File: config.mk
export PLATFORM = sky130hd
export DESIGN_NAME = framed_packet_parser_crc16
export DESIGN_NICKNAME = d
export VERILOG_FILES = /design/src/rtl/core/fppc_pkg.sv /design/src/rtl/core/fppc_ram.sv /design/src/rtl/core/framed_packet_parser_crc16.sv
export SDC_FILE = /design/constraint.sdc
export NUM_CORES = 1
export LEC_CHECK = 0
export ABC_AREA = 1
export BUFFER_PORTS_ARGS = -buffer_cell sky130_fd_sc_hd__buf_2
export CAP_MARGIN = 5
export CORE_ASPECT_RATIO = 0.5
export CORE_MARGIN = 10
export CORE_UTILIZATION = 61
export CTS_CLUSTER_SIZE = 16
export DETAILED_ROUTE_END_ITERATION = 6
export PLACE_DENSITY_LB_ADDON = 0.08
export REMOVE_ABC_BUFFERS = 1
export SYNTH_ARGS = -nofsm -noshare
export SYNTH_HDL_FRONTEND = slang
export SYNTH_SLANG_ARGS = --single-unit
File: constraint.sdc
create_clock -name i_clk -period 11 [get_ports i_clk]
set_input_delay 0 -clock i_clk [delete_from_list [all_inputs] [get_ports i_clk]]
set_output_delay 0 -clock i_clk [all_outputs]
set_load 0.005 [all_outputs]
File: src/rtl/core/fppc_pkg.sv
// ----------------------------------------------------------------------------
// fppc_pkg
// Shared constants, result codes, a CRC helper and a saturating increment of the parser.
// ----------------------------------------------------------------------------
package fppc_pkg;

    // Payload store depth and the widths that follow from it.
    localparam int MAX_PAYLOAD = 32;
    localparam int ADDR_W      = $clog2(MAX_PAYLOAD);
    localparam int LEN_W       = $clog2(MAX_PAYLOAD + 1);

    // Fixed field widths of the result transaction.
    localparam int EV_W   = 3;
    localparam int PLEN_W = 6;
    localparam int IDX_W  = 5;
    localparam int CNT_W  = 16;

    // Result codes.
    localparam logic [EV_W-1:0] EV_NONE    = 3'd0;
    localparam logic [EV_W-1:0] EV_GOOD    = 3'd1;
    localparam logic [EV_W-1:0] EV_CRC_ERR = 3'd2;
    localparam logic [EV_W-1:0] EV_VER_ERR = 3'd3;
    localparam logic [EV_W-1:0] EV_LEN_ERR = 3'd4;

    // Configuration register indexes.
    localparam int CFG_IDX_W = 3;
    localparam logic [CFG_IDX_W-1:0] CFG_START_FIRST  = 3'd0;
    localparam logic [CFG_IDX_W-1:0] CFG_START_SECOND = 3'd1;
    localparam logic [CFG_IDX_W-1:0] CFG_VERSION      = 3'd2;
    localparam logic [CFG_IDX_W-1:0] CFG_LIMIT        = 3'd3;

    localparam logic [15:0] CRC_INIT = 16'hFFFF;
    localparam logic [15:0] CRC_POLY = 16'h1021;

    // CRC-16/CCITT-FALSE update by one byte, MSB first.
    function automatic logic [15:0] crc_feed(input logic [15:0] c_in,
                                             input logic [7:0]  b);
        logic [15:0] c;
        c = c_in ^ {b, 8'h00};
        for (int k = 0; k < 8; k++) begin
            if (c[15]) begin
                c = {c[14:0], 1'b0} ^ CRC_POLY;
            end else begin
                c = {c[14:0], 1'b0};
            end
        end
        return c;
    endfunction

    function automatic logic [CNT_W-1:0] sat_inc(input logic [CNT_W-1:0] v);
        return (v == {CNT_W{1'b1}}) ? v : v + 1'b1;
    endfunction

endpackage

File: src/rtl/core/fppc_ram.sv
// ----------------------------------------------------------------------------
// fppc_ram
// Generic single-port-write, single-port-read RAM with registered read data.
// ----------------------------------------------------------------------------
module fppc_ram #(
    parameter int WIDTH = 8,
    parameter int DEPTH = 32
) (
    input  logic                     i_clk,
    input  logic                     i_we,
    input  logic [$clog2(DEPTH)-1:0] i_waddr,
    input  logic [WIDTH-1:0]         i_wdata,
    input  logic                     i_re,
    input  logic [$clog2(DEPTH)-1:0] i_raddr,
    output logic [WIDTH-1:0]         o_rdata
);

    logic [WIDTH-1:0] r_mem [DEPTH];
    logic [WIDTH-1:0] r_rdata;

    always_ff @(posedge i_clk) begin
        if (i_we) begin
            r_mem[i_waddr] <= i_wdata;
        end
        if (i_re) begin
            r_rdata <= r_mem[i_raddr];
        end
    end

    assign o_rdata = r_rdata;

endmodule

File: src/rtl/core/framed_packet_parser_crc16.sv
// ----------------------------------------------------------------------------
// framed_packet_parser_crc16
// Start-pattern framed packet parser with CRC-16/CCITT-FALSE check.
// ----------------------------------------------------------------------------
// Each received byte is one input transaction and is taken whenever the result
// register is free or is being emptied in the same cycle; it yields one status
// result. The byte that completes a good frame with a nonempty payload instead
// starts a replay of the payload from the payload RAM: each payload result takes
// a RAM read and then a load of the result register, and no input is taken
// until the replay ends, also while the output stalls. The payload RAM is not
// cleared at reset; only entries written by the current frame are read.
// ----------------------------------------------------------------------------
module framed_packet_parser_crc16 (
    input  logic                          i_clk,
    input  logic                          i_rst_n,

    input  logic                          i_cfg_we,
    input  logic [fppc_pkg::CFG_IDX_W-1:0] i_cfg_index,
    input  logic [7:0]                    i_cfg_data,

    input  logic                          i_in_valid,
    output logic                          o_in_stall,
    input  logic [7:0]                    i_rx_byte,

    output logic                          o_out_valid,
    input  logic                          i_out_stall,
    output logic [fppc_pkg::EV_W-1:0]     o_event_res,
    output logic [7:0]                    o_frame_type,
    output logic [7:0]                    o_seq_number,
    output logic [fppc_pkg::PLEN_W-1:0]   o_frame_len,
    output logic                          o_payload_valid,
    output logic [7:0]                    o_payload_byte,
    output logic [fppc_pkg::IDX_W-1:0]    o_byte_index,
    output logic                          o_last,
    output logic [fppc_pkg::CNT_W-1:0]    o_good_frames,
    output logic [fppc_pkg::CNT_W-1:0]    o_crc_fail_count,
    output logic [fppc_pkg::CNT_W-1:0]    o_version_fail_count,
    output logic [fppc_pkg::CNT_W-1:0]    o_length_fail_count
);

    localparam int AW = fppc_pkg::ADDR_W;
    localparam int LW = fppc_pkg::LEN_W;
    localparam int CW = fppc_pkg::CNT_W;

    // Parse phases.
    localparam logic [1:0] PH_SCAN    = 2'd0;
    localparam logic [1:0] PH_HEADER  = 2'd1;
    localparam logic [1:0] PH_PAYLOAD = 2'd2;
    localparam logic [1:0] PH_CRC     = 2'd3;

    // Control states.
    localparam logic [1:0] S_IN = 2'd0;
    localparam logic [1:0] S_RD = 2'd1;
    localparam logic [1:0] S_LD = 2'd2;

    // Configuration registers.
    logic [7:0] r_start_first, r_start_second, r_exp_version;
    logic [5:0] r_payload_limit;

    // Parser state.
    logic [1:0]    r_phase, n_phase;
    logic [15:0]   r_hist, n_hist;
    logic [LW-1:0] r_fcnt, n_fcnt;
    logic [7:0]    r_hdr_version, n_hdr_version;
    logic [7:0]    r_hdr_type, n_hdr_type;
    logic [7:0]    r_hdr_seq, n_hdr_seq;
    logic [LW-1:0] r_hdr_len, n_hdr_len;
    logic [15:0]   r_crc, n_crc;
    logic [7:0]    r_crc_low, n_crc_low;
    logic [CW-1:0] r_good, n_good, r_crc_err, n_crc_err;
    logic [CW-1:0] r_ver_err, n_ver_err, r_len_err, n_len_err;

    logic [1:0]    r_ctl, n_ctl;
    logic [AW-1:0] r_idx, n_idx;

    // Result register.
    logic                        r_out_valid, n_out_valid;
    logic [fppc_pkg::EV_W-1:0]   r_ev, n_ev;
    logic [7:0]                  r_o_type, n_o_type, r_o_seq, n_o_seq;
    logic [fppc_pkg::PLEN_W-1:0] r_o_len, n_o_len;
    logic                        r_o_pv, n_o_pv;
    logic [7:0]                  r_o_byte, n_o_byte;
    logic [fppc_pkg::IDX_W-1:0]  r_o_idx, n_o_idx;
    logic                        r_o_last, n_o_last;
    logic [CW-1:0]               r_o_good, n_o_good, r_o_crc, n_o_crc;
    logic [CW-1:0]               r_o_ver, n_o_ver, r_o_lenc, n_o_lenc;

    logic          w_slot_free, w_in_acc, w_run_last;
    logic          w_ram_we, w_ram_re;
    logic [7:0]    w_ram_rdata;
    logic [15:0]   w_crc_fed;
    logic [LW-1:0] w_fcnt_inc;
    logic [15:0]   w_rx_crc;
    logic          w_len_bad;

    assign w_slot_free = !r_out_valid || !i_out_stall;
    assign o_in_stall  = (r_ctl != S_IN) || !w_slot_free;
    assign w_in_acc    = i_in_valid && !o_in_stall;

    assign w_crc_fed  = fppc_pkg::crc_feed(r_crc, i_rx_byte);
    assign w_fcnt_inc = r_fcnt + 1'b1;
    assign w_rx_crc   = {i_rx_byte, r_crc_low};
    assign w_len_bad  = (i_rx_byte > {2'b00, r_payload_limit}) ||
                        (i_rx_byte > 8'(fppc_pkg::MAX_PAYLOAD));
    assign w_run_last = ({1'b0, r_idx} + 1'b1) == (AW + 1)'(r_hdr_len);

    // Payload bytes are written only while bytes are being taken, and the
    // replay reads only while input is held off, so the two never overlap.
    assign w_ram_we = w_in_acc && (r_phase == PH_PAYLOAD);
    assign w_ram_re = (r_ctl == S_RD);

    fppc_ram #(
        .WIDTH (8),
        .DEPTH (fppc_pkg::MAX_PAYLOAD)
    ) u_payload_ram (
        .i_clk   (i_clk),
        .i_we    (w_ram_we),
        .i_waddr (r_fcnt[AW-1:0]),
        .i_wdata (i_rx_byte),
        .i_re    (w_ram_re),
        .i_raddr (r_idx),
        .o_rdata (w_ram_rdata)
    );

    always_comb begin
        n_phase       = r_phase;
        n_hist        = r_hist;
        n_fcnt        = r_fcnt;
        n_hdr_version = r_hdr_version;
        n_hdr_type    = r_hdr_type;
        n_hdr_seq     = r_hdr_seq;
        n_hdr_len     = r_hdr_len;
        n_crc         = r_crc;
        n_crc_low     = r_crc_low;
        n_good        = r_good;
        n_crc_err     = r_crc_err;
        n_ver_err     = r_ver_err;
        n_len_err     = r_len_err;
        n_ctl         = r_ctl;
        n_idx         = r_idx;

        n_out_valid = r_out_valid && i_out_stall;
        n_ev        = r_ev;
        n_o_type    = r_o_type;
        n_o_seq     = r_o_seq;
        n_o_len     = r_o_len;
        n_o_pv      = r_o_pv;
        n_o_byte    = r_o_byte;
        n_o_idx     = r_o_idx;
        n_o_last    = r_o_last;
        n_o_good    = r_o_good;
        n_o_crc     = r_o_crc;
        n_o_ver     = r_o_ver;
        n_o_lenc    = r_o_lenc;

        case (r_ctl)
            S_IN: begin
                if (w_in_acc) begin
                    // Status result unless a payload replay starts below.
                    n_ev      = fppc_pkg::EV_NONE;
                    n_o_type  = '0;
                    n_o_seq   = '0;
                    n_o_len   = '0;
                    n_o_pv    = 1'b0;
                    n_o_byte  = '0;
                    n_o_idx   = '0;
                    n_o_last  = 1'b1;
                    n_out_valid = 1'b1;

                    case (r_phase)
                        PH_SCAN: begin
                            n_hist = {r_hist[7:0], i_rx_byte};
                            if (r_hist[7:0] == r_start_first &&
                                i_rx_byte == r_start_second) begin
                                n_phase = PH_HEADER;
                                n_fcnt  = '0;
                                n_crc   = fppc_pkg::CRC_INIT;
                            end
                        end
                        PH_HEADER: begin
                            n_crc  = w_crc_fed;
                            n_fcnt = w_fcnt_inc;
                            case (r_fcnt[1:0])
                                2'd0: n_hdr_version = i_rx_byte;
                                2'd1: n_hdr_type    = i_rx_byte;
                                2'd2: n_hdr_seq     = i_rx_byte;
                                default: begin
                                    n_hdr_len = i_rx_byte[LW-1:0];
                                    n_fcnt    = '0;
                                    if (r_hdr_version != r_exp_version) begin
                                        n_ver_err = fppc_pkg::sat_inc(r_ver_err);
                                        n_phase   = PH_SCAN;
                                        n_ev      = fppc_pkg::EV_VER_ERR;
                                    end else if (w_len_bad) begin
                                        n_len_err = fppc_pkg::sat_inc(r_len_err);
                                        n_phase   = PH_SCAN;
                                        n_ev      = fppc_pkg::EV_LEN_ERR;
                                    end else if (i_rx_byte != 8'd0) begin
                                        n_phase = PH_PAYLOAD;
                                    end else begin
                                        n_phase = PH_CRC;
                                    end
                                end
                            endcase
                        end
                        PH_PAYLOAD: begin
                            n_crc  = w_crc_fed;
                            n_fcnt = w_fcnt_inc;
                            if (w_fcnt_inc >= r_hdr_len) begin
                                n_phase = PH_CRC;
                                n_fcnt  = '0;
                            end
                        end
                        PH_CRC: begin
                            if (r_fcnt == '0) begin
                                n_crc_low = i_rx_byte;
                                n_fcnt    = LW'(1);
                            end else begin
                                n_fcnt  = '0;
                                n_phase = PH_SCAN;
                                if (w_rx_crc == r_crc) begin
                                    n_good = fppc_pkg::sat_inc(r_good);
                                    if (r_hdr_len == '0) begin
                                        n_ev     = fppc_pkg::EV_GOOD;
                                        n_o_type = r_hdr_type;
                                        n_o_seq  = r_hdr_seq;
                                    end else begin
                                        // Replay the payload from the RAM.
                                        n_out_valid = 1'b0;
                                        n_ctl       = S_RD;
                                        n_idx       = '0;
                                    end
                                end else begin
                                    n_crc_err = fppc_pkg::sat_inc(r_crc_err);
                                    n_ev      = fppc_pkg::EV_CRC_ERR;
                                end
                            end
                        end
                        default: n_phase = PH_SCAN;
                    endcase

                    n_o_good = n_good;
                    n_o_crc  = n_crc_err;
                    n_o_ver  = n_ver_err;
                    n_o_lenc = n_len_err;
                end
            end
            S_RD: begin
                n_ctl = S_LD;
            end
            S_LD: begin
                if (w_slot_free) begin
                    n_out_valid = 1'b1;
                    n_ev        = fppc_pkg::EV_GOOD;
                    n_o_type    = r_hdr_type;
                    n_o_seq     = r_hdr_seq;
                    n_o_len     = fppc_pkg::PLEN_W'(r_hdr_len);
                    n_o_pv      = 1'b1;
                    n_o_byte    = w_ram_rdata;
                    n_o_idx     = fppc_pkg::IDX_W'(r_idx);
                    n_o_last    = w_run_last;
                    n_o_good    = r_good;
                    n_o_crc     = r_crc_err;
                    n_o_ver     = r_ver_err;
                    n_o_lenc    = r_len_err;
                    if (w_run_last) begin
                        n_ctl = S_IN;
                    end else begin
                        n_idx = r_idx + 1'b1;
                        n_ctl = S_RD;
                    end
                end
            end
            default: n_ctl = S_IN;
        endcase
    end

    always_ff @(posedge i_clk) begin
        if (!i_rst_n) begin
            r_start_first   <= 8'hAA;
            r_start_second  <= 8'h55;
            r_exp_version   <= 8'h01;
            r_payload_limit <= 6'd32;
        end else if (i_cfg_we) begin
            case (i_cfg_index)
                fppc_pkg::CFG_START_FIRST:  r_start_first   <= i_cfg_data;
                fppc_pkg::CFG_START_SECOND: r_start_second  <= i_cfg_data;
                fppc_pkg::CFG_VERSION:      r_exp_version   <= i_cfg_data;
                fppc_pkg::CFG_LIMIT:        r_payload_limit <= i_cfg_data[5:0];
                default: ;
            endcase
        end
    end

    always_ff @(posedge i_clk) begin
        if (!i_rst_n) begin
            r_phase       <= PH_SCAN;
            r_hist        <= '0;
            r_fcnt        <= '0;
            r_hdr_version <= '0;
            r_hdr_type    <= '0;
            r_hdr_seq     <= '0;
            r_hdr_len     <= '0;
            r_crc         <= fppc_pkg::CRC_INIT;
            r_crc_low     <= '0;
            r_good        <= '0;
            r_crc_err     <= '0;
            r_ver_err     <= '0;
            r_len_err     <= '0;
            r_ctl         <= S_IN;
            r_idx         <= '0;
            r_out_valid   <= 1'b0;
        end else begin
            r_phase       <= n_phase;
            r_hist        <= n_hist;
            r_fcnt        <= n_fcnt;
            r_hdr_version <= n_hdr_version;
            r_hdr_type    <= n_hdr_type;
            r_hdr_seq     <= n_hdr_seq;
            r_hdr_len     <= n_hdr_len;
            r_crc         <= n_crc;
            r_crc_low     <= n_crc_low;
            r_good        <= n_good;
            r_crc_err     <= n_crc_err;
            r_ver_err     <= n_ver_err;
            r_len_err     <= n_len_err;
            r_ctl         <= n_ctl;
            r_idx         <= n_idx;
            r_out_valid   <= n_out_valid;
        end
    end

    always_ff @(posedge i_clk) begin
        r_ev     <= n_ev;
        r_o_type <= n_o_type;
        r_o_seq  <= n_o_seq;
        r_o_len  <= n_o_len;
        r_o_pv   <= n_o_pv;
        r_o_byte <= n_o_byte;
        r_o_idx  <= n_o_idx;
        r_o_last <= n_o_last;
        r_o_good <= n_o_good;
        r_o_crc  <= n_o_crc;
        r_o_ver  <= n_o_ver;
        r_o_lenc <= n_o_lenc;
    end

    assign o_out_valid          = r_out_valid;
    assign o_event_res          = r_ev;
    assign o_frame_type         = r_o_type;
    assign o_seq_number         = r_o_seq;
    assign o_frame_len          = r_o_len;
    assign o_payload_valid      = r_o_pv;
    assign o_payload_byte       = r_o_byte;
    assign o_byte_index         = r_o_idx;
    assign o_last               = r_o_last;
    assign o_good_frames        = r_o_good;
    assign o_crc_fail_count     = r_o_crc;
    assign o_version_fail_count = r_o_ver;
    assign o_length_fail_count  = r_o_lenc;

    // A payload result always belongs to a good frame.
    a_payload_good: assert property (@(posedge i_clk) disable iff (!i_rst_n)
        (r_out_valid && r_o_pv) |-> (r_ev == fppc_pkg::EV_GOOD))
        else $error("payload result without good-frame event");

    // A RAM read is always followed by the load step that consumes it.
    a_rd_then_ld: assert property (@(posedge i_clk) disable iff (!i_rst_n)
        (r_ctl == S_RD) |=> (r_ctl == S_LD))
        else $error("replay read not followed by load");

    // The final payload result of a replay hands control back to the input.
    a_run_ends: assert property (@(posedge i_clk) disable iff (!i_rst_n)
        (r_ctl == S_LD && w_slot_free && w_run_last) |=> (r_ctl == S_IN && r_o_last))
        else $error("payload replay did not end on its last byte");

    // The saturating good frame counter never goes backward.
    a_good_mono: assert property (@(posedge i_clk) disable iff (!i_rst_n)
        1'b1 |=> (r_good >= $past(r_good)))
        else $error("good frame counter decreased");

endmodule

==> results of run 1 <==
cell families (layout without fill, tap and decap cells):
family | after synthesis | count (layout)
simple gates | 1027 | 1027
compound gates | 584 | 584
flops | 540 | 540
buf+inv | 411 | 549
xor+xnor | 31 | 31
fa+ha+maj | 26 | 26
other cells | 0 | 1
worst max-delay path by stage:
stage,endpoint,slack (ns),cells past startpoint
after floorplan,r_idx[0]$_SDFFE_PN0P_,-0.65,11
after global placement,u_payload_ram.r_mem[6][1]$_DFFE_PP_,6.96,8
after detailed placement,u_payload_ram.r_mem[15][0]$_DFFE_PP_,6.83,8
after CTS,u_payload_ram.r_mem[28][4]$_DFFE_PP_,6.82,8
after global routing,u_payload_ram.r_mem[28][3]$_DFFE_PP_,6.47,8
final,u_payload_ram.r_mem[12][6]$_DFFE_PP_,6.89,8
power by group:
group	switching (W)	leakage, nW	internal, W	total (W)
clock network	0.000744	0.756	0.000913	0.00166
logic	0.000146	4.94	0.0000688	0.000215
registers	0.0000304	4.84	0.00222	0.00225
critical path, stage by stage, from the launching register on:
cell and delay (ns):
dfxtp_1 0.38, nor2_1 0.25, nand2_1 0.15, nor2_4 0.09, buf_4 0.69, inv_2 0.69, nor2_1 0.39, nand2_1 0.44
nor2_1 0.65
state kept, by name (all words and copies together) (netlist names), 16 cells and up, named ones only:
signal	cells
u_payload_ram.r_mem	256
o_crc_fail_count	16
o_good_frames	16
o_length_fail_count	16
o_version_fail_count	16
r_crc	16
r_crc_err	16
r_good	16
r_len_err	16
r_ver_err	16
what timing repair did:
| action | CTS | global route |
|---|---|---|
| setup endpoints to repair | 0 | 0 |
| hold buffers | 27 | 0 |
| hold endpoints to repair | 67 | 0 |
per-stage QoR:
stage / hold WS [ns] / area (um^2) / power, W
global route: 0.0649 / 27000 / 0.00425
global placement: 0.279 / 25200 / 0.00249
detailed placement: 0.291 / 25200 / 0.00250
CTS: 0.0158 / 27000 / 0.00414
floorplan: 0.0841 / 23700 / 0.00240
finish: 0.0486 / 27000 / 0.00412
layout by cell type (no fill, tap or decap), types with 50 or more instances in the layout:
| master | netlist | layout |
|---|---|---|
| a21oi_1 | 141 | 141 |
| buf_2 | 20 | 128 |
| clkbuf_16 | 0 | 51 |
| dfxtp_1 | 172 | 170 |
| edfxtp_1 | 368 | 368 |
| inv_1 | 269 | 267 |
| nand2_1 | 461 | 461 |
| nand3_1 | 139 | 139 |
| nor2_1 | 350 | 349 |
| o21ai_0 | 306 | 306 |
| o221ai_1 | 50 | 50 |
layout make-up:
class	instances	area (um^2)
fillers	3076	12100
diodes	1	2.50
inverters	284	1070
well taps	530	663
flip-flops and latches	540	14500
clock buffers	68	1400
multi-input cells	1668	8130
clock inverters	19	138
repair buffers	178	1080
routing by layer:
metal,GRT usage,share of wire,vias up
met2,0.395,0.47,745
li1,-,-,9115
met3,0.0470,0.081,110
met5,0,0,-
met4,0.0589,0.021,0
met1,0.339,0.43,8849
==> results.md, run 1 <==
- Across the routed clock network, the largest skew measured is 0.0216 ns.
- The classification of the worst setup path is reg -> reg.
- The worst register-to-register path has a depth of 8.
- The worst register-to-register path ends at u_payload_ram.r_mem[12][6]$_DFFE_PP_.
- The clock drives 540 sinks.
- By instance count, the leading cell after synthesis is nand2_1.
- In the post-synthesis netlist, the biggest area contributors are edfxtp_1, dfxtp_1, nand2_1, o21ai_0, nor2_1.
- Of the available clock period, the critical path in the final layout requires 0.374.
- Of the total synthesized cell area, the portion taken by full adders, half adders and majority gates is 0.0134.
- From left edge to right edge, the die measures roughly 300 um.
- The worst hold endpoint is u_payload_ram.r_mem[7][0]$_DFFE_PP_.
- The min-delay analysis places its worst path in the category in -> reg.
- The clock transition time at the flip-flop clock pins of the worst setup and hold paths is 0.06 ns.
- The finished layout holds between 3000 and 4000 standard cells, fillers aside.
- Counting tap cells, the placed design contains a total of roughly 3200 instances.
- For the worst-skew pair, the clock arrives at the later sink with an insertion delay of ~0.58 ns.
- Summed over all nets, the half-perimeter wirelength after detailed placement is between 30000 and 40000 um.
- Of the synthesized area, sequential elements account for 0.599.
- The number of global-route vias before repair is between 15000 and 20000.
- Across the VDD grid, the largest voltage drop is between 0.1 and 0.15 mV.
- The post-cts repair resize count is 0.
- The final critical-path setup slack is 6.89 ns.
- In this run the standard cell core region covers 0.0391 mm^2.
- The proportion of register bits with asynchronous set or reset after synthesis is 0.
- The starting density of the core is 0.620.
- The cell chosen for the clock root is clkbuf_16.
- The first global-routing pass estimated ~96000 um of wire.
- In this run, synthesis produced a sequential element count of 540.
- The mapped netlist covers ~0.024 mm^2.
- The minimum setup slack among reg-to-reg paths is roughly 6.9 ns.
- In the global route stage, overall resource usage came out at 0.245.
- After floorplanning, the core was divided into between 50 and 60 placement rows.
- For this run, the leading register cell type out of synthesis is edfxtp_1.
- For the final routed database, the setup TNS stands at 0 ns.
- Using the TritonRoute via totals, the vias-per-cell ratio works out to 5.72.
- Of the post-synthesis cell area, the part taken by muxes is 0.
- After technology mapping, the gate count stands at 2619.
- The final net count is roughly 2800.
- The die height is approximately 160 um.
- Setup repair after global routing left no endpoint under its margin.
- The number of distinct library cells after synthesis is 44.
- In this run the number of H-tree levels came out at 2.
- From synthesis to final layout, the design area changed by 11.5%.
- The deepest clock path buffer count is 3.
- After synthesis, the most frequently instantiated cells are nand2_1, edfxtp_1, nor2_1.
- The final core utilization is 0.691.
- Once detail routing completed, the nets flagged for antenna violations numbered 0.
- The final RePlAce weighted congestion is 0.875.
- The final-report hold violation count was 0.
- The arrival time reported for the critical path endpoint is roughly 4.3 ns.
- The max-slew violation count is 0.
- The number of buffers added for setup after CTS is 0.
- The count of buffers from port buffering is 129.
- The mean post-synth cell area is between 9 and 10 um^2.
- Data on the critical path is required at its endpoint by around 11 ns.
- The share of cells above drive strength 1 is 0.0976.
- The setup violation total in the final timing report is 0.
- The first detailed-routing pass took 6 iterations.
- The shortest clock period the worst path allows after layout is 4.11 ns.
- The total global routing overflow is 0.
- The biggest area contributor in the post-synthesis netlist is edfxtp_1.
- The run finished with clean final reports.
- The kind of end point of the critical path is a register.
- The floorplan step defined a die boundary enclosing slightly below 0.05 mm^2.
- STA classifies the critical path startpoint as a register.
- The largest family of logic cells by synthesized area is simple AND/OR/NAND/NOR gates.
- In this run the power density over the cells is between 150 and 200 mW/mm^2.
- Of all nets on the critical path, the largest fanout is slightly above 90.
- For this block, the via count after detailed routing is between 15000 and 20000.
- The average detailed-routed wire length per instance is 18.4 um.
- The clock tree from TritonCTS is done.
- The relative slew slack is 0.210.
- The leakage power figure is roughly 11 nW.
- The critical register-to-register path startpoint is r_ctl[0]$_SDFFE_PN0P_.
- The parity-gate share of the synthesized area counting xor and xnor cells is 0.0112.
- The largest net degree at the start of global routing is 103.
- For the pin with the worst max-slew slack, the measured transition is 1.18 ns.
- The achievable frequency is roughly 0.24 GHz.
- For this run, design rule violations remaining after detail routing come to 0.
- Counting instances, the worst hold path has a depth of 2.
- The basic-gate share of the synthesized area counting and, or, nand and nor cells is 0.176.
- The fraction of synthesized cell area taken by the top area cell type is 0.456.
- The worst min-delay path startpoint is i_rx_byte[0].
- Prior to clock tree synthesis, the placed netlist has a worst setup slack of between 6 and 7 ns.
- The count of flip-flops with a built-in enable after synthesis is between 300 and 400.
- Yosys printed 0 warnings.
- Tracing the worst setup path back leads to its startpoint at r_ctl[0]$_SDFFE_PN0P_.
- Pin placement for this block handled 130 I/O pins.
- The max-capacitance violation count is 0.
- The share of the synthesized area in compound gates (AO/OA/AOI/OAI) is 0.134.
- The detailed-route wire length is around 60000 um.
- The number of buffers created by CTS is 47.
- The number of DRC markers after the initial detailed-route iteration is between 1500 and 2000.
- The number of antenna violations at the first check in global routing came to 1.
Note: power is estimated with default switching activity, not from simulation.
==> run 2: changes to the inputs <==
--- a/config.mk
+++ b/config.mk
@@ -5,7 +5,7 @@
 export SDC_FILE = /design/constraint.sdc
 export NUM_CORES = 1
 export LEC_CHECK = 0
-export ABC_AREA = 1
+export ABC_AREA = 0
 export BUFFER_PORTS_ARGS = -buffer_cell sky130_fd_sc_hd__buf_2
 export CAP_MARGIN = 5
 export CORE_ASPECT_RATIO = 0.5
==> constraint.sdc (replaced) <==
create_clock -name i_clk -period 4 [get_ports i_clk]
set_input_delay 0 -clock i_clk [delete_from_list [all_inputs] [get_ports i_clk]]
set_output_delay 0 -clock i_clk [all_outputs]
set_load 0.005 [all_outputs]
==> run 2 against run 1 <==
Against the previous run:
- synthesized cell count shrank 33%
- cell area is 3.7% lower
- utilization rose by 0.50 points
- non-clock buffer count increased by 15
- worst hold slack worse by 0.021 ns
- register-to-register slack worse by 5.9 ns
- global-route usage shrank 1.5 points
- largest power group unchanged
- die area is 4.2% lower
- highest routed layer unchanged
- synthesized area decreased by 4.6%
- combinational power up 60%
==> results.md, run 2 <==
- The number of buffers created by CTS is 46 (-2.1%).
- The post-synthesis instance total is 1755 (-33%).
- The worst-case clock skew was 0.0151 ns (-0.00652 ns).
- The share of cells above drive strength 1 is 0.194 (+0.0969).
- The count of flip-flops with a built-in enable after synthesis is 368 (unchanged).
- The final-report hold violation count is 0 (unchanged).
- The peak per-stage delay on the critical path is 1.09 ns (+0.40 ns).
- The global-route wire length before repair was 83700 um (-13%).
- The final critical-path setup slack is 0.995 ns (-5.90 ns).
- The min-delay analysis places its worst path in the category in -> reg.
- The layout-stage area growth over the synthesis result is 12.6%.
- The synthesized design spends more area on one cell type than any other, namely edfxtp_1.
- The number of flip-flops under the largest register name is 256 (unchanged).
- The total I/O pin count is 130 (unchanged).
- The die outline area was 0.0465 mm^2 (-4.2%).
- The total number of H-tree levels is 2 (unchanged).
- The relative slew slack came to 0.224 (+0.0138).
- The share of synthesized area occupied by flip-flops and latches is 0.628 (+0.0289).
- The post-route clock period utilization was 0.751 (+0.378).
- The detailed-route wire length is 53700 um (-12%).
- The post-detailed-placement half-perimeter wirelength is 35400 um (-5.3%).
- The fill cell total of the finished layout is 2566 (-17%).
- The arrival time reported for the critical path endpoint is 3.45 ns (-0.87 ns).
- The area of the core came to 0.0373 mm^2 (-4.4%).
- The flow ran to the end, and the final reports show no timing, DRC or antenna violations.
- The Yosys warning count is 0 (unchanged).
- The largest net degree at the start of global routing is 100 (-2.9%).
- The top fanout value on the critical path is 26 (-72%).
- The most common cell after layout, fill and taps aside is edfxtp_1.
- The fraction of synthesized cell area taken by the top area cell type was 0.479 (+0.0221).
- The width of the chip is 295 um (-2.2%).
- The average via count per standard cell is 6.03 (+5.4%).
- The largest delay contributor family on the critical path is simple AND/OR/NAND/NOR gates.
- The final RePlAce weighted congestion is 0.832 (-5.0%).
- The area taken by flip-flops and latches is 0.0145 mm^2 (unchanged).
- In the synthesized netlist, the cells that appear most often are edfxtp_1, nor2_1, dfxtp_1.
- The number of global-route vias before repair is 14600 (-17%).
- The antenna violation net count after detailed routing was 0 (unchanged).
- The number of rows created at floorplan is 50 (-2.0%).
- The number of iterations in the first detailed-routing pass is 6 (unchanged).
- The cell chosen for the clock root is clkbuf_16.
- The worst path required time is 4.44 ns (-6.77 ns).
- The overall power after layout is 0.0109 W (+160%).
- The worst setup timing slack at the placement stage was 1.05 ns (-5.78 ns).
- The number of buffers added for setup after CTS is 0 (unchanged).
- The number of sinks on the clock net is 540 (unchanged).
- Ranked by flip-flop count, first place goes to u_payload_ram.r_mem.
- The worst vdd rail ir drop is 0.330 mV (+140%).
- The clock latency at the later pin of the worst-skew pair came to 0.56 ns (-0.02 ns).
- The global-route usage over all layers came to 0.230 (-0.0149).
- The die height is 158 um (-2.0%).
- In the layout the commonest cells are edfxtp_1, nor2_1, dfxtp_1, nand2_1, buf_2.
- The actual transition at the worst max-transition pin is 1.16 ns (-0.0210 ns).
- The max-capacitance violation count was 0 (unchanged).
- The largest individual stage delay along the critical path comes from the cell dfxtp_1.
- TritonCTS built the clock tree.
- The total global routing overflow is 0 (unchanged).
- The critical path is of the reg -> reg type.
- The average detailed-routed wire length per instance is 22.0 um (+19%).
- The combined buffer and inverter count along the critical path is 0 (-2).
- The setup violation total in the final timing report is 0 (unchanged).
- The proportion of register bits with asynchronous set or reset after synthesis is 0 (unchanged).
- The kind of end point of the critical path is a register.
- The clock transition time at the flip-flop clock pins of the worst setup and hold paths is 0.07 ns (about the same).
- The max-slew violation count is 0 (unchanged).
- The starting density of the core came to 0.618 (-0.00160).
- The cell area power density is 418 mW/mm^2 (+170%).
- The number of distinct library cells after synthesis is 80 (+82%).
- The leakage power figure was 9.16 nW (-13%).
- The startpoint class of the critical path is a register.
- The post-synth design cell area is 0.0231 mm^2 (-4.6%).
- The total number of vias came to 14700 (-22%).
- The dominant cell by count in the synthesized netlist is edfxtp_1.
- The worst hold slack is 0.0281 ns (-0.0206 ns).
- The number of DRC markers after the initial detailed-route iteration is 1659 (-11%).
- The count of buffers from port buffering is 129 (unchanged).
- The number of register bits inferred by synthesis is 540 (unchanged).
- The shortest clock period the worst path allows after layout is 3.01 ns (-1.10 ns).
- By area the synthesized netlist is led by edfxtp_1, dfxtp_1, mux4_2, nor2_1, nand2_1.
- Traced cell by cell, the critical path runs through nand3_1 -> nand2_1 -> o22ai_1 -> a311oi_1 -> nand4_1 -> and4b_1 -> a31o_2.
- The number of antenna violations at the first check in global routing is 1 (unchanged).
- The final core utilization is 0.696 (+0.00497).
- Setup repair after global routing left no endpoint under its margin.
- In the synthesized netlist the dominant register cell turns out to be edfxtp_1.
- The achievable frequency is 0.333 GHz (+37%).
- The area of the multi-input gates came to 0.00806 mm^2 (-0.86%).
- The deepest clock path buffer count is 3 (unchanged).
- The final net count was 1959 (-29%).
- The mean post-synth cell area came to 13.2 um^2 (+42%).
- The count of unresolved DRC violations after routing was 0 (unchanged).
run 2: cell types whose count changed in the layout (fill, tap and decap cells not counted), moves of 77 or more:
cell / change
inv_1: -235
mux4_2: +80
nand2_1: -294
nand3_1: -77
nor2_1: -155
o21ai_0: -286
run 2: what timing repair did:
item / CTS / global route
endpoints found under the setup margin: 0 / 0
endpoints found under the hold margin: 51 / 0
hold buffers: 22 / 0
resized for setup: 0 / 0
run 2: worst paths after layout:
| kind | to | start | slack (ns) | cells after the start |
|---|---|---|---|---|
| hold reg to reg | r_hist[4]$_SDFFE_PN0P_ | r_hist[4]$_SDFFE_PN0P_ | 0.47 | 2 |
| setup / recovery | r_idx[0]$_SDFFE_PN0P_ | r_idx[2]$_SDFFE_PN0P_ | 0.99 | 7 |
| setup reg to reg | r_idx[0]$_SDFFE_PN0P_ | r_idx[2]$_SDFFE_PN0P_ | 0.99 | 7 |
| hold / removal | r_crc[5]$_SDFFE_PN1P_ | i_rx_byte[5] | 0.03 | 4 |
run 2: area by class of cell:
cell class                      instances  share of cell area
Sequential cell                       540               0.558
Multi-Input combinational cell       1094               0.310
Clock buffer                           60              0.0487
Timing Repair Buffer                  193              0.0464
Tap cell                              494              0.0238
Clock inverter                         23             0.00833
Inverter                               34             0.00500
Antenna cell                            1           0.0000962
run 2: worst reg2reg max path: cells and delay by family (launching register included):
family / cells / cell delay, ns
AOI/OAI and AO/OA: 3 / 0.54
DFF: 1 / 1.09
and+or+nand+nor: 4 / 1.26
run 2: power breakdown:
part           total (W)  internal (W)  switching (W)
clock network    0.00449       0.00250        0.00200
registers        0.00603       0.00601      0.0000246
logic           0.000345      0.000110       0.000235
run 2: routing by layer:
layer | GRT usage | wire length (um)
met4 | 0.0587 | 1160
met5 | 0 | 0
met1 | 0.317 | 22700
met3 | 0.0424 | 4020
met2 | 0.377 | 25800
run 2: cell families after synthesis:
logic type	after synthesis	share of synthesized area
adder cells (fa/ha/maj)	26	0.0141
AO/OA/AOI/OAI	180	0.0512
multiplexers	129	0.0998
buffers and inverters	121	0.0238
AND/OR/NAND/NOR	619	0.129
XOR/XNOR	140	0.0544
flip-flops	540	0.628
run 2: per-stage QoR:
step	std cells	TNS (ns)	instance area, um^2
after detailed placement	2333	0	24300
after global placement	2333	0	24300
final	2439	0	26000
after CTS	2438	0	26000
after floorplan	1668	-537.06	22700
after global routing	2438	0	26000
==> run 3: changes to the inputs <==
--- a/config.mk
+++ b/config.mk
@@ -5,7 +5,7 @@
 export SDC_FILE = /design/constraint.sdc
 export NUM_CORES = 1
 export LEC_CHECK = 0
-export ABC_AREA = 0
+export ABC_AREA = 1
 export BUFFER_PORTS_ARGS = -buffer_cell sky130_fd_sc_hd__buf_2
 export CAP_MARGIN = 5
 export CORE_ASPECT_RATIO = 0.5
==> constraint.sdc (replaced) <==
create_clock -name i_clk -period 2.8 [get_ports i_clk]
set_input_delay 0 -clock i_clk [delete_from_list [all_inputs] [get_ports i_clk]]
set_output_delay 0 -clock i_clk [all_outputs]
set_load 0.005 [all_outputs]
==> run 3 against run 2 <==
Against the previous run:
- cell count rose by 37%
- non-clock buffer count up 50
- global-route usage increased by 1.9 points
- sequential share of layout area down 3.2 points
- clock skew rose by 0.0085 ns
- critical endpoint is now o_good_frames[6]$_DFFE_PP_
- largest cell class unchanged
- largest power group unchanged
==> results.md, run 3 (same netlist as run 1, synthesis figures left out) <==
- The count of buffers from port buffering is 129 (unchanged).
- The fill cell total of the finished layout is 3018 (+18%).
- The relative slew slack is 0.265 (+0.0415).
- The detailed-route wire length was 61600 um (+15%).
- The overall power after layout is 0.0161 W (+48%).
- The setup violation total in the final timing report is 0 (unchanged).
- The arrival time reported for the critical path endpoint was 2.79 ns (-0.66 ns).
- The number of antenna violations at the first check in global routing is 3 (+2).
- The actual transition at the worst max-transition pin is 1.10 ns (-0.0607 ns).
- Setup repair after global routing left no endpoint under its margin.
- The number of iterations in the first detailed-routing pass is 6 (unchanged).
- The top fanout value on the critical path is 15 (-42%).
- The max-capacitance violation count is 0 (unchanged).
- The total global routing overflow is 0 (unchanged).
- Leaving out fill and tap cells, the most frequent cell in the layout is nand2_1.
- The global-route wire length before repair is 97300 um (+16%).
- The average via count per standard cell is 5.71 (-5.4%).
- The number of sinks on the clock net was 540 (unchanged).
- The number of flip-flops under the largest register name is 256 (unchanged).
- The worst hold slack is 0.0906 ns (+0.0625 ns).
- The achievable frequency is 0.407 GHz (+22%).
- The total number of vias came to 19100 (+30%).
- The starting density of the core came to 0.620 (+0.00160).
- The final-report hold violation count is 0 (unchanged).
- The width of the chip is 302 um (+2.2%).
- TritonCTS built the clock tree.
- The total I/O pin count was 130 (unchanged).
- The post-route clock period utilization came to 0.878 (+0.126).
- The average detailed-routed wire length per instance came to 18.4 um (-16%).
- The most flop-heavy register is u_payload_ram.r_mem.
- The run finished with clean final reports.
- The clock latency at the later pin of the worst-skew pair was 0.58 ns (+0.02 ns).
- The shortest clock period the worst path allows after layout is 2.46 ns (-0.548 ns).
- The antenna violation net count after detailed routing came to 0 (unchanged).
- The die outline area was 0.0485 mm^2 (+4.4%).
- The final net count was 2833 (+45%).
- The worst min-delay path startpoint is i_in_valid.
- The root buffer cell chosen for the clock tree is clkbuf_16.
- The area growth from synthesis to layout is 13.9%.
- The die height is 161 um (+2.1%).
- The number of DRC markers after the initial detailed-route iteration is 2090 (+26%).
- The post-detailed-placement half-perimeter wirelength came to 38800 um (+9.5%).
- The number of buffers created by CTS is 46 (unchanged).
- The count of unresolved DRC violations after routing was 0 (unchanged).
- The cell area power density is 583 mW/mm^2 (+40%).
- The number of rows created at floorplan is 51 (+2.0%).
- The largest net degree at the start of global routing is 93 (-7.0%).
- The clock transition time at the flip-flop clock pins of the worst setup and hold paths was 0.07 ns (about the same).
- The area of the core came to 0.0391 mm^2 (+4.6%).
- The number of global-route vias before repair is 17900 (+22%).
- The leakage power figure came to 10.9 nW (+19%).
- The post-cts repair resize count is 0 (unchanged).
- The area taken by flip-flops and latches is 0.0145 mm^2 (unchanged).
- The top cell types in the final layout, fill and taps aside, are nand2_1, edfxtp_1, nor2_1, o21ai_0, inv_1.
- The area of the multi-input gates is 0.00813 mm^2 (+0.87%).
- The final RePlAce weighted congestion is 0.905 (+8.8%).
- The global-route usage over all layers is 0.249 (+0.0188).
- The critical register-to-register path startpoint is r_fcnt[0]$_SDFFE_PN0P_.
- The total number of H-tree levels is 2 (unchanged).
- STA classifies the critical path endpoint as a register.
- The startpoint class of the critical path is a register.
- The worst vdd rail ir drop is 0.500 mV (+52%).
- The max-slew violation count is 0 (unchanged).
- The worst-case clock skew came to 0.0236 ns (+0.00853 ns).
- The critical path is of the reg -> reg type.
- The min-delay analysis places its worst path in the category in -> reg.
- The timing startpoint of the critical path is r_fcnt[0]$_SDFFE_PN0P_.
- The final non-filler cell total is 3353 (+37%).
- The placed cell count is 3228 (+38%).
- The share of cells above drive strength 1 came to 0.117 (-0.0774).
- The total negative slack is 0 ns (unchanged).
- The deepest clock path buffer count is 3 (unchanged).
- The worst path required time is 3.13 ns (-1.31 ns).
==> run 3: changes by cell type in the layout (fill, tap and decap cells not counted), moves of 40 or more <==
cell / previous run / this run
a21oi_1: 70 / 141
inv_1: 32 / 268
mux2i_1: 40 / 0
mux4_2: 80 / 0
nand3_1: 62 / 139
o221ai_1: 0 / 50
o21ai_0: 20 / 306
nor2_1: 194 / 349
xor2_1: 68 / 24
nand2_1: 167 / 461
xnor2_1: 68 / 7
==> run 3: final cells by class <==
type,count,area share
Sequential cell,540,0.526
Tap cell,530,0.0241
Multi-Input combinational cell,1668,0.295
Clock inverter,25,0.00726
Inverter,284,0.0390
Antenna cell,3,0.000272
Timing Repair Buffer,243,0.0615
Clock buffer,60,0.0470
==> run 3: final timing paths <==
check                          endpoint  slack [ns]  cells past startpoint
max          o_good_frames[6]$_DFFE_PP_        0.34                     13
min              o_out_valid$_SDFF_PN0_        0.09                      6
max reg2reg  o_good_frames[6]$_DFFE_PP_        0.34                     13
min reg2reg   r_hdr_seq[0]$_SDFFE_PN0P_        0.46                      2
==> run 3: what timing repair did <==
action	CTS	global route
hold endpoints to repair	76	0
hold buffers	37	0
endpoints found under the setup margin	0	0
buffers inserted	0	0
==> run 3: layer usage <==
metal / global-route usage / vias to the layer above / part of all wire
met5: 0 / - / 0
met4: 0.0722 / 0 / 0.024
met3: 0.0459 / 110 / 0.080
met2: 0.409 / 746 / 0.47
met1: 0.334 / 9043 / 0.42
li1: - / 9245 / -
==> run 3: metrics by stage <==
step | area (um^2) | setup WS (ns) | utilization
3_5_place_dp | 25700 | 0.385 | 0.658
4_1_cts | 27600 | 0.373 | 0.706
5_1_grt | 27600 | 0.0551 | 0.706
3_3_place_gp | 25700 | 0.452 | 0.658
2_1_floorplan | 23700 | -8.85 | -
6_report | 27600 | 0.342 | 0.706
==> run 3: report_power, final <==
group	total [W]	switching [W]	internal, W	leakage (nW)
sequential	0.00883	0.000124	0.00870	4.84
combinational	0.000859	0.000573	0.000287	5.29
clock	0.00640	0.00291	0.00348	0.742
total	0.0161	0.00361	0.0125	10.9
==> run 3: critical path, stage by stage (launching register included) <==
cell     delay, ns
dfxtp_1       0.45
inv_1         0.12
ha_1          0.24
inv_1         0.10
nor2_1        0.07
nand3_1       0.09
nand2_2       0.14
inv_2         0.09
nand2_1       0.12
nor2_4        0.33
nand3_1       0.11
nand2_1       0.10
nand3_1       0.08
and2_1        0.18
